--- src/hw/rtl/tlfq_pkg.sv ---
// ----------------------------------------------------------------------------
// tlfq_pkg
// Shared types and constants of the three-level feedback queue scheduler.
// ----------------------------------------------------------------------------
`default_nettype none

package tlfq_pkg;

  localparam int unsigned DEF_TASK_SLOTS = 64;

  localparam logic [3:0] RUNTIME_MAX = 4'd15;
  localparam logic [3:0] L0_LIMIT    = 4'd4;
  localparam logic [3:0] L1_LIMIT    = 4'd6;
  localparam logic [3:0] L2_LIMIT    = 4'd8;
  localparam logic [1:0] TOP_PRIO    = 2'd3;

  localparam int unsigned APB_AW       = 3;
  localparam logic [2:0]  ADDR_LOCK_KEY = 3'd0;

  typedef enum logic [2:0] {
    ACT_ADMIT    = 3'd0,
    ACT_REMOVE   = 3'd1,
    ACT_PICK     = 3'd2,
    ACT_YIELD    = 3'd3,
    ACT_BOOST    = 3'd4,
    ACT_LOCK     = 3'd5,
    ACT_UNLOCK   = 3'd6,
    ACT_SET_PRIO = 3'd7
  } action_e;

  typedef enum logic [2:0] {
    STAT_OK          = 3'd0,
    STAT_NONE        = 3'd1,
    STAT_ALREADY     = 3'd2,
    STAT_NOT_LOCKED  = 3'd3,
    STAT_WRONG_KEY   = 3'd4,
    STAT_INVALID     = 3'd5
  } status_e;

  typedef enum logic [3:0] {
    ST_IDLE,
    ST_DECODE,
    ST_FIND,
    ST_LOOK,
    ST_LOOK_WAIT,
    ST_UNLINK,
    ST_FRONT,
    ST_BOOST,
    ST_APPLY,
    ST_DONE
  } ctrl_state_e;

  typedef struct packed {
    logic [2:0]  action;
    logic [5:0]  slot;
    logic [30:0] task_id;
    logic [1:0]  new_priority;
    logic [31:0] key;
  } sched_in_t;

  typedef struct packed {
    logic       granted;
    logic [5:0] chosen_slot;
    logic [1:0] chosen_level;
    logic [2:0] status;
    logic       locked;
  } sched_out_t;

  // Controller to datapath
  typedef struct packed {
    logic accept;
    logic decode;
    logic find;
    logic look;
    logic look_cap;
    logic unlink;
    logic front;
    logic boost;
    logic apply;
    logic push;
  } dp_cmd_t;

  // Datapath to controller
  typedef struct packed {
    action_e act;
    logic    err;
    logic    locked;
    logic    tgt_queued;
    logic    scan_done;
    logic    out_free;
  } dp_stat_t;

endpackage

`default_nettype wire

--- src/hw/rtl/tlfq_ctrl.sv ---
// ----------------------------------------------------------------------------
// tlfq_ctrl
// Sequencer: walks each transaction through decode, sweeps and update.
// ----------------------------------------------------------------------------
`default_nettype none

module tlfq_ctrl import tlfq_pkg::*; (
  input  wire logic     clk_i,
  input  wire logic     rst_ni,
  input  wire logic     in_valid_i,
  output logic          in_ready_o,
  input  wire dp_stat_t stat_i,
  output dp_cmd_t       cmd_o
);

  ctrl_state_e state_q, state_d;

  always_ff @(posedge clk_i or negedge rst_ni) begin
    if (!rst_ni) begin
      state_q <= ST_IDLE;
    end else begin
      state_q <= state_d;
    end
  end

  always_comb begin
    state_d = state_q;
    case (state_q)
      ST_IDLE: begin
        if (in_valid_i) state_d = ST_DECODE;
      end
      ST_DECODE: begin
        if (stat_i.err) begin
          state_d = ST_DONE;
        end else if (stat_i.act == ACT_BOOST) begin
          state_d = ST_BOOST;
        end else if (stat_i.act == ACT_PICK && !stat_i.locked) begin
          state_d = ST_FIND;
        end else if (stat_i.act == ACT_ADMIT) begin
          state_d = ST_APPLY;
        end else begin
          state_d = ST_LOOK;
        end
      end
      ST_FIND: begin
        if (stat_i.scan_done) state_d = ST_LOOK;
      end
      ST_LOOK: state_d = ST_LOOK_WAIT;
      ST_LOOK_WAIT: begin
        if (stat_i.tgt_queued && (stat_i.act == ACT_REMOVE || stat_i.act == ACT_PICK ||
                                  stat_i.act == ACT_UNLOCK)) begin
          state_d = ST_UNLINK;
        end else if (stat_i.act == ACT_UNLOCK) begin
          state_d = ST_FRONT;
        end else begin
          state_d = ST_APPLY;
        end
      end
      ST_UNLINK: begin
        if (stat_i.scan_done) state_d = (stat_i.act == ACT_UNLOCK) ? ST_FRONT : ST_APPLY;
      end
      ST_FRONT: begin
        if (stat_i.scan_done) state_d = ST_APPLY;
      end
      ST_BOOST: begin
        if (stat_i.scan_done) state_d = ST_APPLY;
      end
      ST_APPLY: state_d = ST_DONE;
      ST_DONE: begin
        if (stat_i.out_free) state_d = ST_IDLE;
      end
      default: state_d = ST_IDLE;
    endcase
  end

  always_comb begin
    cmd_o      = '0;
    in_ready_o = 1'b0;
    case (state_q)
      ST_IDLE: begin
        in_ready_o   = 1'b1;
        cmd_o.accept = in_valid_i;
      end
      ST_DECODE:    cmd_o.decode   = 1'b1;
      ST_FIND:      cmd_o.find     = 1'b1;
      ST_LOOK:      cmd_o.look     = 1'b1;
      ST_LOOK_WAIT: cmd_o.look_cap = 1'b1;
      ST_UNLINK:    cmd_o.unlink   = 1'b1;
      ST_FRONT:     cmd_o.front    = 1'b1;
      ST_BOOST:     cmd_o.boost    = 1'b1;
      ST_APPLY:     cmd_o.apply    = 1'b1;
      ST_DONE:      cmd_o.push     = stat_i.out_free;
      default:      cmd_o          = '0;
    endcase
  end

endmodule

`default_nettype wire

--- src/hw/rtl/tlfq_dp.sv ---
// ----------------------------------------------------------------------------
// tlfq_dp
// Datapath: task table memory, queue bookkeeping, sweep engine, result.
// ----------------------------------------------------------------------------
`default_nettype none

module tlfq_dp import tlfq_pkg::*; #(
  parameter int unsigned TaskSlots = DEF_TASK_SLOTS
) (
  input  wire logic        clk_i,
  input  wire logic        rst_ni,
  input  wire dp_cmd_t     cmd_i,
  output dp_stat_t         stat_o,
  input  wire sched_in_t   in_data_i,
  input  wire logic [31:0] lock_key_i,
  input  wire logic        out_ready_i,
  output logic             out_valid_o,
  output sched_out_t       out_data_o
);

  localparam int unsigned IW = $clog2(TaskSlots);
  localparam int unsigned CW = $clog2(TaskSlots + 1);
  localparam int unsigned XW = ((IW > 6) ? IW : 6) + 1;

  typedef struct packed {
    logic [1:0]    lv;
    logic [1:0]    prio;
    logic [3:0]    rt;
    logic [30:0]   pid;
    logic [IW-1:0] pos;   // place within its level, head is zero
  } ent_t;

  ent_t mem_q [TaskSlots];
  ent_t rdata_q, ent_q, wdata;
  logic          we;
  logic [IW-1:0] waddr, raddr;

  sched_in_t     req_q;
  action_e       act;
  logic [TaskSlots-1:0] queued_q;
  logic [CW-1:0] cnt0_q, cnt1_q, cnt2_q;
  logic          run_vld_q, lock_q, best_vld_q, out_vld_q;
  logic [IW-1:0] run_q, holder_q, target_q, best_q, best_pos_q;
  logic [1:0]    find_lv_q, best_prio_q;
  logic [30:0]   best_pid_q;
  logic [CW-1:0] scan_q;
  sched_out_t    res_q, out_q, res_d;

  assign act = action_e'(req_q.action);

  // Slot checks
  logic [XW-1:0] slot_x;
  logic [IW-1:0] slot_idx;
  logic          in_range, used_slot;
  logic [2:0]    err_code;

  assign slot_x    = XW'(req_q.slot);
  assign in_range  = slot_x < XW'(TaskSlots);
  assign slot_idx  = IW'(req_q.slot);
  assign used_slot = in_range && (queued_q[slot_idx] || (run_vld_q && run_q == slot_idx) ||
                                  (lock_q && holder_q == slot_idx));

  always_comb begin
    err_code = STAT_OK;
    case (act)
      ACT_ADMIT:    if (!in_range || used_slot) err_code = STAT_INVALID;
      ACT_REMOVE,
      ACT_SET_PRIO: if (!used_slot) err_code = STAT_INVALID;
      ACT_PICK: begin
        if (run_vld_q) err_code = STAT_INVALID;
        else if (!lock_q && cnt0_q == '0 && cnt1_q == '0 && cnt2_q == '0)
          err_code = STAT_NONE;
      end
      ACT_YIELD:    if (!run_vld_q) err_code = STAT_INVALID;
      ACT_LOCK: begin
        if (lock_q) err_code = STAT_ALREADY;
        else if (!run_vld_q) err_code = STAT_INVALID;
        else if (req_q.key != lock_key_i) err_code = STAT_WRONG_KEY;
      end
      ACT_UNLOCK: begin
        if (!lock_q) err_code = STAT_NOT_LOCKED;
        else if (req_q.key != lock_key_i) err_code = STAT_WRONG_KEY;
      end
      default: err_code = STAT_OK;
    endcase
  end

  // Sweep engine: read slot k while working on slot k-1, whose read is registered
  logic          scan, elem_vld, q_e, used_e, better, take, done;
  logic [IW-1:0] e;
  logic [CW-1:0] boost_off;

  assign scan     = cmd_i.find | cmd_i.unlink | cmd_i.front | cmd_i.boost;
  assign done     = scan && (scan_q == CW'(TaskSlots));
  assign elem_vld = scan && (scan_q != '0);
  assign e        = IW'(scan_q - 1'b1);
  assign q_e      = queued_q[e];
  assign used_e   = q_e || (run_vld_q && run_q == e) || (lock_q && holder_q == e);
  assign raddr    = scan ? scan_q[IW-1:0] : target_q;

  always_comb begin
    if (find_lv_q != 2'd2) begin
      better = rdata_q.pos == '0;
    end else begin
      better = !best_vld_q || rdata_q.prio < best_prio_q ||
               (rdata_q.prio == best_prio_q && (rdata_q.pid < best_pid_q ||
               (rdata_q.pid == best_pid_q && rdata_q.pos < best_pos_q)));
    end
  end

  // Candidate seen this cycle replaces the best so far
  assign take = cmd_i.find && elem_vld && q_e && rdata_q.lv == find_lv_q && better;

  assign boost_off = (rdata_q.lv == 2'd1) ? cnt0_q :
                     (rdata_q.lv == 2'd2) ? CW'(cnt0_q + cnt1_q) : '0;

  // Requeue after a tick
  logic [3:0]    rt1, y_rt;
  logic [1:0]    y_lv, y_prio;
  logic [CW-1:0] y_cnt;

  always_comb begin
    rt1    = (ent_q.rt == RUNTIME_MAX) ? RUNTIME_MAX : ent_q.rt + 4'd1;
    y_lv   = ent_q.lv;
    y_rt   = rt1;
    y_prio = ent_q.prio;
    if (ent_q.lv == 2'd0 && rt1 >= L0_LIMIT) begin
      y_lv = 2'd1;
      y_rt = '0;
    end else if (ent_q.lv == 2'd1 && rt1 >= L1_LIMIT) begin
      y_lv = 2'd2;
      y_rt = '0;
    end else if (ent_q.lv == 2'd2 && rt1 >= L2_LIMIT) begin
      if (ent_q.prio != 2'd0) y_prio = ent_q.prio - 2'd1;
      y_rt = '0;
    end
    y_cnt = (y_lv == 2'd0) ? cnt0_q : (y_lv == 2'd1) ? cnt1_q : cnt2_q;
  end

  // Memory write port
  always_comb begin
    we    = 1'b0;
    waddr = e;
    wdata = rdata_q;
    if (cmd_i.unlink) begin
      we = elem_vld && q_e && rdata_q.lv == ent_q.lv && rdata_q.pos > ent_q.pos;
      wdata.pos = rdata_q.pos - 1'b1;
    end else if (cmd_i.front) begin
      we = elem_vld && q_e && rdata_q.lv == 2'd0;
      wdata.pos = rdata_q.pos + 1'b1;
    end else if (cmd_i.boost) begin
      we         = elem_vld && used_e;
      wdata.lv   = 2'd0;
      wdata.prio = TOP_PRIO;
      wdata.rt   = '0;
      if (q_e) wdata.pos = IW'(CW'(rdata_q.pos) + boost_off);
    end else if (cmd_i.apply) begin
      waddr = target_q;
      wdata = ent_q;
      case (act)
        ACT_ADMIT: begin
          we    = 1'b1;
          wdata = '{lv: 2'd0, prio: TOP_PRIO, rt: '0, pid: req_q.task_id, pos: IW'(cnt0_q)};
        end
        ACT_YIELD: begin
          we = 1'b1;
          if (lock_q) begin
            wdata.rt = rt1;
          end else begin
            wdata.lv   = y_lv;
            wdata.rt   = y_rt;
            wdata.prio = y_prio;
            wdata.pos  = IW'(y_cnt);
          end
        end
        ACT_UNLOCK: begin
          we         = 1'b1;
          wdata.lv   = 2'd0;
          wdata.prio = TOP_PRIO;
          wdata.rt   = '0;
          wdata.pos  = '0;
        end
        ACT_SET_PRIO: begin
          we         = 1'b1;
          wdata.prio = req_q.new_priority;
        end
        default: we = 1'b0;
      endcase
    end
  end

  always_ff @(posedge clk_i) begin
    if (we) mem_q[waddr] <= wdata;
    rdata_q <= mem_q[raddr];
  end

  // Result of a successful transaction
  logic lock_nx;

  always_comb begin
    lock_nx = lock_q;
    case (act)
      ACT_LOCK:   lock_nx = 1'b1;
      ACT_UNLOCK: lock_nx = 1'b0;
      ACT_REMOVE: if (lock_q && holder_q == target_q) lock_nx = 1'b0;
      default:    lock_nx = lock_q;
    endcase
    res_d.granted      = (act == ACT_PICK);
    res_d.chosen_slot  = 6'(target_q);
    res_d.chosen_level = ent_q.lv;
    res_d.status       = STAT_OK;
    res_d.locked       = lock_nx;
    case (act)
      ACT_ADMIT, ACT_UNLOCK: res_d.chosen_level = 2'd0;
      ACT_YIELD: res_d.chosen_level = lock_q ? ent_q.lv : y_lv;
      ACT_BOOST: begin
        res_d.chosen_slot  = '0;
        res_d.chosen_level = 2'd0;
      end
      default: res_d.chosen_level = ent_q.lv;
    endcase
  end

  // Payload registers
  always_ff @(posedge clk_i) begin
    if (cmd_i.accept) req_q <= in_data_i;
    if (cmd_i.look_cap) ent_q <= rdata_q;
    if (cmd_i.decode) begin
      case (act)
        ACT_PICK, ACT_UNLOCK: target_q <= holder_q;
        ACT_YIELD, ACT_LOCK:  target_q <= run_q;
        default:              target_q <= slot_idx;
      endcase
      find_lv_q <= (cnt0_q != '0) ? 2'd0 : (cnt1_q != '0) ? 2'd1 : 2'd2;
      res_q     <= '{granted: 1'b0, chosen_slot: '0, chosen_level: '0,
                     status: err_code, locked: lock_q};
    end
    if (take) begin
      best_q      <= e;
      best_prio_q <= rdata_q.prio;
      best_pid_q  <= rdata_q.pid;
      best_pos_q  <= rdata_q.pos;
    end
    // The last slot is judged in the same cycle the sweep ends
    if (cmd_i.find && done) target_q <= take ? e : best_q;
    if (cmd_i.apply) res_q <= res_d;
    if (cmd_i.push) out_q <= res_q;
  end

  // Control registers
  always_ff @(posedge clk_i or negedge rst_ni) begin
    if (!rst_ni) begin
      queued_q   <= '0;
      cnt0_q     <= '0;
      cnt1_q     <= '0;
      cnt2_q     <= '0;
      run_vld_q  <= 1'b0;
      run_q      <= '0;
      lock_q     <= 1'b0;
      holder_q   <= '0;
      best_vld_q <= 1'b0;
      scan_q     <= '0;
      out_vld_q  <= 1'b0;
    end else begin
      scan_q    <= (scan && !done) ? scan_q + 1'b1 : '0;
      out_vld_q <= cmd_i.push || (out_vld_q && !out_ready_i);
      if (cmd_i.decode) best_vld_q <= 1'b0;
      if (take) best_vld_q <= 1'b1;
      // Drop the target from its level once the sweep has closed the gap
      if (cmd_i.unlink && done) begin
        queued_q[target_q] <= 1'b0;
        case (ent_q.lv)
          2'd0:    cnt0_q <= cnt0_q - 1'b1;
          2'd1:    cnt1_q <= cnt1_q - 1'b1;
          default: cnt2_q <= cnt2_q - 1'b1;
        endcase
      end
      if (cmd_i.boost && done) begin
        cnt0_q <= CW'(cnt0_q + cnt1_q + cnt2_q);
        cnt1_q <= '0;
        cnt2_q <= '0;
      end
      if (cmd_i.apply) begin
        case (act)
          ACT_ADMIT: begin
            queued_q[target_q] <= 1'b1;
            cnt0_q <= cnt0_q + 1'b1;
          end
          ACT_REMOVE: begin
            if (run_vld_q && run_q == target_q) run_vld_q <= 1'b0;
            if (lock_q && holder_q == target_q) begin
              lock_q   <= 1'b0;
              holder_q <= '0;
            end
          end
          ACT_PICK: begin
            run_vld_q <= 1'b1;
            run_q     <= target_q;
          end
          ACT_YIELD: begin
            run_vld_q <= 1'b0;
            if (!lock_q) begin
              queued_q[target_q] <= 1'b1;
              case (y_lv)
                2'd0:    cnt0_q <= cnt0_q + 1'b1;
                2'd1:    cnt1_q <= cnt1_q + 1'b1;
                default: cnt2_q <= cnt2_q + 1'b1;
              endcase
            end
          end
          ACT_LOCK: begin
            lock_q   <= 1'b1;
            holder_q <= run_q;
          end
          ACT_UNLOCK: begin
            lock_q   <= 1'b0;
            holder_q <= '0;
            if (run_vld_q && run_q == target_q) run_vld_q <= 1'b0;
            queued_q[target_q] <= 1'b1;
            cnt0_q <= cnt0_q + 1'b1;
          end
          default: lock_q <= lock_q;
        endcase
      end
    end
  end

  assign stat_o.act        = act;
  assign stat_o.err        = err_code != STAT_OK;
  assign stat_o.locked     = lock_q;
  assign stat_o.tgt_queued = queued_q[target_q];
  assign stat_o.scan_done  = done;
  assign stat_o.out_free   = !out_vld_q || out_ready_i;

  assign out_valid_o = out_vld_q;
  assign out_data_o  = out_q;

endmodule

`default_nettype wire

--- src/hw/rtl/three_level_feedback_queue_scheduler.sv ---
// ----------------------------------------------------------------------------
// three_level_feedback_queue_scheduler
// Three-level feedback queue scheduler with an APB lock-key register.
// ----------------------------------------------------------------------------
// The block takes one scheduling transaction at a time and returns exactly
// one result transaction for each. Task state lives in a single-port-read,
// single-port-write table of TaskSlots entries; each queued task carries its
// place within its level, so moving tasks within a level works as a sweep
// over the table at one slot per cycle. A failing request, admit, lock,
// tick-yield, set-priority, a pick while locked and remove of a task that is
// not queued need no sweep; a pick from any level costs one find sweep plus
// one unlink sweep; remove of a queued task costs one unlink sweep, unlock a
// front sweep, after an unlink sweep if its task is queued, and boost one
// boost sweep. The sweeps over the task table set the cost of these
// transactions. No clearing pass is needed after reset: queue membership is
// kept in flip-flops. A finished result is held in an output register, so a
// new transaction can be accepted while the previous result still waits.
// The lock key register sits at address 0.
// ----------------------------------------------------------------------------
`default_nettype none

module three_level_feedback_queue_scheduler import tlfq_pkg::*; #(
  parameter int unsigned TaskSlots = DEF_TASK_SLOTS
) (
  input  wire logic              clk_i,
  input  wire logic              rst_ni,
  // Scheduling requests
  input  wire logic              in_valid_i,
  output logic                   in_ready_o,
  input  wire sched_in_t         in_data_i,
  // Results
  output logic                   out_valid_o,
  input  wire logic              out_ready_i,
  output sched_out_t             out_data_o,
  // Configuration
  input  wire logic              psel,
  input  wire logic              penable,
  input  wire logic              pwrite,
  input  wire logic [APB_AW-1:0] paddr,
  input  wire logic [31:0]       pwdata,
  output logic [31:0]            prdata,
  output logic                   pready
);

  dp_cmd_t     cmd;
  dp_stat_t    stat;
  logic [31:0] lock_key_q;

  // Lock key register: write on the access phase, zero wait states
  assign pready = 1'b1;
  assign prdata = (paddr == ADDR_LOCK_KEY) ? lock_key_q : '0;

  always_ff @(posedge clk_i or negedge rst_ni) begin
    if (!rst_ni) begin
      lock_key_q <= '0;
    end else if (psel && penable && pwrite && pready && paddr == ADDR_LOCK_KEY) begin
      lock_key_q <= pwdata;
    end
  end

  // Sequencer: decides which sweeps a transaction needs
  tlfq_ctrl u_ctrl (
    .clk_i      (clk_i),
    .rst_ni     (rst_ni),
    .in_valid_i (in_valid_i),
    .in_ready_o (in_ready_o),
    .stat_i     (stat),
    .cmd_o      (cmd)
  );

  // Task table, queue counts, running task and lock state
  tlfq_dp #(
    .TaskSlots (TaskSlots)
  ) u_dp (
    .clk_i       (clk_i),
    .rst_ni      (rst_ni),
    .cmd_i       (cmd),
    .stat_o      (stat),
    .in_data_i   (in_data_i),
    .lock_key_i  (lock_key_q),
    .out_ready_i (out_ready_i),
    .out_valid_o (out_valid_o),
    .out_data_o  (out_data_o)
  );

`ifndef SYNTHESIS
  // A failed request reports no slot and no level
  assert property (@(posedge clk_i) disable iff (!rst_ni)
    out_valid_o && out_data_o.status != STAT_OK |->
      out_data_o.chosen_slot == '0 && out_data_o.chosen_level == '0)
    else $error("failed request carries a slot or level");

  // A grant only comes with success
  assert property (@(posedge clk_i) disable iff (!rst_ni)
    out_valid_o && out_data_o.granted |-> out_data_o.status == STAT_OK)
    else $error("grant with non-ok status");

  // One transaction at a time: no accept right after an accept
  assert property (@(posedge clk_i) disable iff (!rst_ni)
    in_valid_i && in_ready_o |=> !in_ready_o)
    else $error("second transaction accepted while busy");
`endif

endmodule

`default_nettype wire
--- config.mk ---
export PLATFORM = sky130hd
export DESIGN_NAME = three_level_feedback_queue_scheduler
export DESIGN_NICKNAME = d
export VERILOG_FILES = /design/src/hw/rtl/tlfq_pkg.sv /design/src/hw/rtl/tlfq_ctrl.sv /design/src/hw/rtl/tlfq_dp.sv /design/src/hw/rtl/three_level_feedback_queue_scheduler.sv
export SDC_FILE = /design/constraint.sdc
export NUM_CORES = 2
export LEC_CHECK = 0
export ABC_AREA = 0
export ABC_CLOCK_PERIOD_IN_PS = 10000
export BUFFER_PORTS_ARGS = -buffer_cell sky130_fd_sc_hd__buf_2
export CAP_MARGIN = 40
export CORE_ASPECT_RATIO = 0.8
export CORE_UTILIZATION = 50
export CTS_CLUSTER_DIAMETER = 60
export DETAILED_ROUTE_END_ITERATION = 12
export PLACE_DENSITY_LB_ADDON = 0.15
export REMOVE_ABC_BUFFERS = 1
export SLEW_MARGIN = 10
export SYNTH_ARGS = -nofsm -noshare
export SYNTH_HDL_FRONTEND = slang
export SYNTH_SLANG_ARGS = --single-unit
--- constraint.sdc ---
create_clock -name clk_i -period 10 [get_ports clk_i]
set_input_delay 2 -clock clk_i [delete_from_list [all_inputs] [get_ports clk_i]]
set_output_delay 2 -clock clk_i [all_outputs]
set_load 0.02 [all_outputs]
; ---- After elaboration in Yosys (flattened, before gate mapping)
; Memory sizes are Yosys's and may differ from the RTL's. A register that Yosys moved wholly into a read port is not among the register bits.
; Index checks and enable logic that the tools add are counted.
[classes]
order_cmp = 12
n_eq_ne = 42
n_mux = 129
n_addsub = 15
bitwise = 6
n_reduce_logical = 89
[ops]
columns = cell, n
row1 = 2-to-1 mux 64 bit, 3
row2 = 2-to-1 mux 7 bit, 21
row3 = one-hot mux 64 bit (2 select lines), 1
row4 = 2-to-1 mux 6 bit, 19
row5 = 2-to-1 mux 39 bit, 2
row6 = 2-to-1 mux 4 bit, 17
row7 = AND 64 bit, 1
row8 = NOT 64 bit, 1
row9 = OR 64 bit, 1
row10 = 2-to-1 mux 31 bit, 2
row11 = 2-to-1 mux 45 bit, 1
row12 = logical AND 1 bit, 37
row13 = equality test 6 bit, 6
row14 = one-hot mux 4 bit (9 select lines), 1
row15 = one-hot mux 6 bit (3 select lines), 2
row16 = 2-to-1 mux 32 bit, 1
row17 = inequality test 32 bit, 1
row18 = equality test 31 bit, 1
row19 = less-than comparator 31 bit, 1
row20 = adder 7 x 1 -> 7 bit (second input constant), 4
row21 = less-than comparator 6 x 7 -> 1 bit (second input constant), 4
row22 = 2-to-1 mux 1 bit, 27
row23 = 2-to-1 mux 13 bit, 2
row24 = 2-to-1 mux 3 bit, 8
row25 = other kinds (54), 129
[totals]
memories = 1
input_bits = 116
reg_bits = 342
elab_cells = 333
mem_bits_rw = 2880
output_inout_bits = 48
[mem_list]
columns = name, depth, word_bits, rd, rd_clocked_by_memory_dff, write_ports, line_no
row1 = u_dp.mem_q, 64, 45, 1, 1, 1, tlfq_dp.sv:33  ; ent_t mem_q [TaskSlots];

; ---- Depth between registers and ports, before layout
[logic_depth]
depth_word = 15
ltp_mapped = 15
mapped_depth_nobuf = 15

; ---- Hierarchy
; From an unflattened synthesis, not the netlist that was laid out.
[unflattened]
hier_cells = 7046
area_unflattened_um2 = 131792.6
[modules_own_cells]
columns = module, area_each_um2, instances, cells_per_inst, seq_area_each_um2
row1 = tlfq_dp, 129683.1, 1, 6861, 95942.0
row2 = three_level_feedback_queue_scheduler, 1589.0, 1, 107, 800.8
row3 = tlfq_ctrl, 520.5, 1, 78, 100.1

; ---- Worst setup path before layout
; Ideal clock, no wire load.
[synth_path]
path_type = register to register
from = register u_dp.scan_q[0]
to = memory u_dp.mem_q[0][4] (netlist bit), data pin
synth_period_minus_slack_ps = 6793
required_ps = 9259
setup_slack_ps = 3207
setup_ps = 741
t_arrival_ps = 6052
stages_incl_launch_ff = 15
path_buffers = 5
path_cell_list = dfrtp_1 buf_4 buf_2 inv_1 ha_1 buf_2 buf_1 mux4_2 a2111oi_0 o41ai_2 o21ai_1 buf_2 a21oi_1 o32a_1 a221oi_1
[synth_lines]
columns = item, line_no
row1 = start: declaration, tlfq_dp.sv:46  ; logic [CW-1:0] scan_q;
row2 = start signal: assignment, tlfq_dp.sv:265  ; scan_q <= (scan && !done) ? scan_q + 1'b1 : '0;
row3 = end: declaration, tlfq_dp.sv:33

; ---- Final worst setup path
[layout_path]
from = register u_ctrl.state_q[0]
to = register, netlist name u_dp.rdata_q[30]
[layout_between]
elab_chain_len = 6
word_cells_on_any_way = 12
cone_classes = eq/ne: 4 / mux: 5 / bitwise: 3
[layout_lines]
columns = item, line_no
row1 = start: declaration, tlfq_ctrl.sv:16  ; ctrl_state_e state_q, state_d;
row2 = start signal: assignment, tlfq_ctrl.sv:22  ; state_q <= state_d;
row3 = equality test 4 x 2 -> 1 bit or equality test 4 x 3 -> 1 bit (tied branches), tlfq_ctrl.sv:79  ; case (state_q)
row4 = 2-to-1 mux 1 bit, tlfq_ctrl.sv:79
row5 = OR 1 bit (2 in a row), tlfq_dp.sv:93  ; assign scan = cmd_i.find | cmd_i.unlink | cmd_i.front | cmd_i.boost;
row6 = OR 1 bit (*), tlfq_dp.sv:93
row7 = 2-to-1 mux 6 bit (*), tlfq_dp.sv:99  ; assign raddr = scan ? scan_q[IW-1:0] : target_q;
; Mark *: on every way between the ends. The rest lies on a longest branch, timed or not.
; A chain may end at the register's enable or synchronous reset.

==> key figures <==
Synth
  • Yosys cell types: 87
  • Flops & latches, synth: 3267
  • Cell Area, Synth: 130000 um^2
  • Most common flop cell mapped by yosys: edfxtp_1
  • Number of synthesis warnings: 0
  • Cells after synthesis: 6489
  • Asr flop ratio synth: 4.41%
  • Post-synth EDFFs: 3069
  • Sequential share of the synthesized area: 74.7%
  • Mean Syn Cell Area: 20.0 um^2

Clock network
  • Clock latency on the worst-skew pair: 0.89 ns
  • Bufs on Longest Clock Path: 4
  • Clock slew at reported path FFs: 0.06 ns
  • H-tree depth: 5
  • Root buffer cell: clkbuf_16
  • CTS Hold Bufs: 0
  • Postcts setup bufs: 0
  • CTS sink count: 3267
  • TritonCTS buffer count: 321
  • Post-cts gate resize count: 0
  • CTS tree: built

Place
  • Port Buffer Count: 162
  • Post-place setup slack: 4.22 ns
  • Placed cell count: 9909
  • RePlAce Congestion: 0.867
  • DP HPWL: 203000 um

STA
  • Tcrit/Tclk final: 57.6%
  • Slew Limit Headroom: 35.1%
  • Final Hold Viols: 0
  • Unrepaired setup endpoints after global routing: false
  • Final min period: 5.76 ns
  • Skew final: 0.0825 ns
  • Pins Over Slew Limit: 0
  • Fmax: 0.174 GHz
  • Endpoints failing setup: 0
  • Setup WS post-layout: 4.24 ns
  • Pin slew with the least headroom to its limit: 0.974 ns
  • Setup TNS Final: 0 ns

Floorplan
  • Die area: 261000 um^2
  • Chip height: 457 um
  • CORE AREA: 257000 um^2
  • Die width: 571 um
  • Initial core utilization: 50.5%
  • I/O pin count: 164
  • Std-Cell Rows: 166

Detailed routing
  • Starting DRT DRC Count: 8427
  • Avg Vias per Cell: 6.45
  • Met2 wire length: 161000 um
  • Routed WL: 347000 um
  • Met3 Wirelength: 28600 um
  • Max layer used: met5
  • Routed vias: 67800
  • Wire per inst: 33.0 um
  • M1 WL: 147000 um
  • DRT antenna net count: 0
  • Pre-antenna DRT Iters: 6
  • DRC Markers: 0

Worst setup path
  • CP top delay family: compound AO/OA/AOI/OAI gates
  • CP arrival: 6.46 ns
  • Worst setup SP type: flip-flop
  • FF-to-FF path depth: 11
  • Worst Path Buf+Inv: 3
  • Crit-path slowest cell: dfrtp_1
  • Worst path cell trace: nand2_1 -> a21oi_4 -> mux2i_4 -> buf_16 -> buf_4 -> buf_4 -> mux4_2 -> a22oi_1 -> a21oi_1 -> nor2_1 -> o221ai_1
  • Critical path class: reg -> reg
  • Critical path data required time: 10.71 ns
  • Cell mode on critical path: buf_4
  • CP Capture Type: flip-flop
  • Largest fanout on the critical path: 27
  • Crit. path cell count: 11
  • Worst stage delay on the critical path: 0.88 ns

Power
  • Max VDD drop: 0.000386 V
  • Leakage: 47.8 nW
  • Total Power: 46.9 mW
  • Pwr dens: 318 nW/um^2

Cells and area
  • Final net count: 7001
  • Share of layout cells above drive strength 1: 25.3%
  • Sequential Area: 96800 um^2
  • Area taken by multi-input logic gates: 31500 um^2
  • Fillers: 19000
  • Finished Layout Cells: 10500
  • Synth-to-Final Area Change: 13.7%

GRT
  • Initial antenna violation count: 14
  • GR Util All Layers: 26.6%
  • Overflow after GRT: 0
  • Vias in the first global route: 66100
  • First-pass GRT wire length: 496000 um
  • Pin count of the biggest net entering global routing: 113

Run
  • MaxCap Viol Count: 0

Min path
  • Hold Path Cell Cnt: 0
  • HP Class: reg -> reg

Run status
  • Status: finished clean
[synth_stat cells, drive strengths merged (50+ instances only)]
master	number	area share [%]
mux2	53	0.46
mux4	757	13
and2	111	0.54
nand2	147	0.43
buf	148	0.54
dfrtp	144	2.8
a22o	95	0.64
edfxtp	3069	71
clkbuf	235	0.68
dfxtp	54	0.83
a22oi	196	1.1
nor2	151	0.44
ha	76	0.73
inv	88	0.25
xnor2	60	0.41
a21oi	183	0.73
o21ai	238	0.92
a221oi	105	0.71
nand3	50	0.19
mux2i	74	0.57
[state kept, by name, indices dropped and copies added (netlist names), 13 cells and up]
name             flops
u_dp.best_pid_q     31
u_dp.rdata_q        45
u_dp.mem_q        2880
u_dp.ent_q          45
u_dp.out_data_o     13
lock_key_q          32
u_dp.queued_q       64
u_dp.res_q          13
u_dp.req_q          65
[where the power goes]
group	internal, mW	leakage (nW)	switching [mW]
sequential	18.0	30.2	0.498
clock	7.03	5.06	5.09
combinational	5.57	12.5	10.7
[layout make-up]
type                    count  share of cell area [%]
flip-flops and latches   3267                    65.8
multi-input cells        2748                    21.4
clock buffers             412                    5.96
well taps                3444                    2.93
repair buffers            377                    2.59
clock inverters           160                    1.11
inverters                  91                   0.232
diodes                      8                  0.0136
[kinds of logic after synthesis]
group           count (synthesis)  share of synthesized area (%)
flops                        3267                           74.7
buf+inv                       474                           1.49
fa+ha+maj                      79                          0.780
simple gates                  671                           2.65
compound gates               1014                           5.40
xor+xnor                       99                          0.741
mux                           884                           14.2
other cells                     1                        0.00289
[worst paths after layout]
check	slack [ns]	endpoint	startpoint
hold reg to reg	0.42	u_dp.out_data_o[9]$_DFFE_PP_	u_dp.res_q[9]$_DFFE_PP_
setup reg to reg	4.24	u_dp.rdata_q[30]$_DFF_P_	u_ctrl.state_q[0]$_DFFE_PN0P_
hold / removal	0.42	u_dp.out_data_o[9]$_DFFE_PP_	u_dp.res_q[9]$_DFFE_PP_
min in group asynchronous	1.09	u_dp.cnt2_q[6]$_DFF_PN0_	rst_ni
setup / recovery	4.24	u_dp.rdata_q[30]$_DFF_P_	u_ctrl.state_q[0]$_DFFE_PN0P_
max in group asynchronous	7.66	u_dp.queued_q[50]$_DFF_PN0_	rst_ni
[layout by cell type, fill, tap and decap left out, types with 60 or more instances in the layout]
cell and instances:
edfxtp_1 3069, nor2_1 145, and2_4 64, mux4_2 756, mux2i_1 72, buf_2 163
a221oi_1 104, ha_1 76, a21oi_1 179, a22oi_1 195, clkbuf_1 65, clkbuf_16 334
xnor2_1 60, clkinv_1 64, a22o_1 94, inv_1 88, buf_4 128, nand2_1 143
o21ai_0 203, dfrtp_1 144
[metal layers]
| layer | vias to the layer above | GRT usage, % |
|---|---|---|
| met5 | - | 0 |
| met4 | 4 | 7.25 |
| met3 | 469 | 4.22 |
| met2 | 3142 | 40.2 |
| met1 | 36400 | 40.4 |
| li1 | 27700 | - |
[stage by stage]
| stage | util (%) | hold slack (ns) | instance area [um^2] |
|---|---|---|---|
| global route | 57.4 | 0.425 | 147000 |
| CTS | 57.2 | 0.422 | 147000 |
| global placement | 52.7 | 0.407 | 135000 |
| floorplan | - | 0.400 | 128000 |
| finish | 57.4 | 0.422 | 147000 |
| detailed placement | 53.1 | 0.409 | 136000 |
Power figures use the tool's default switching activity.
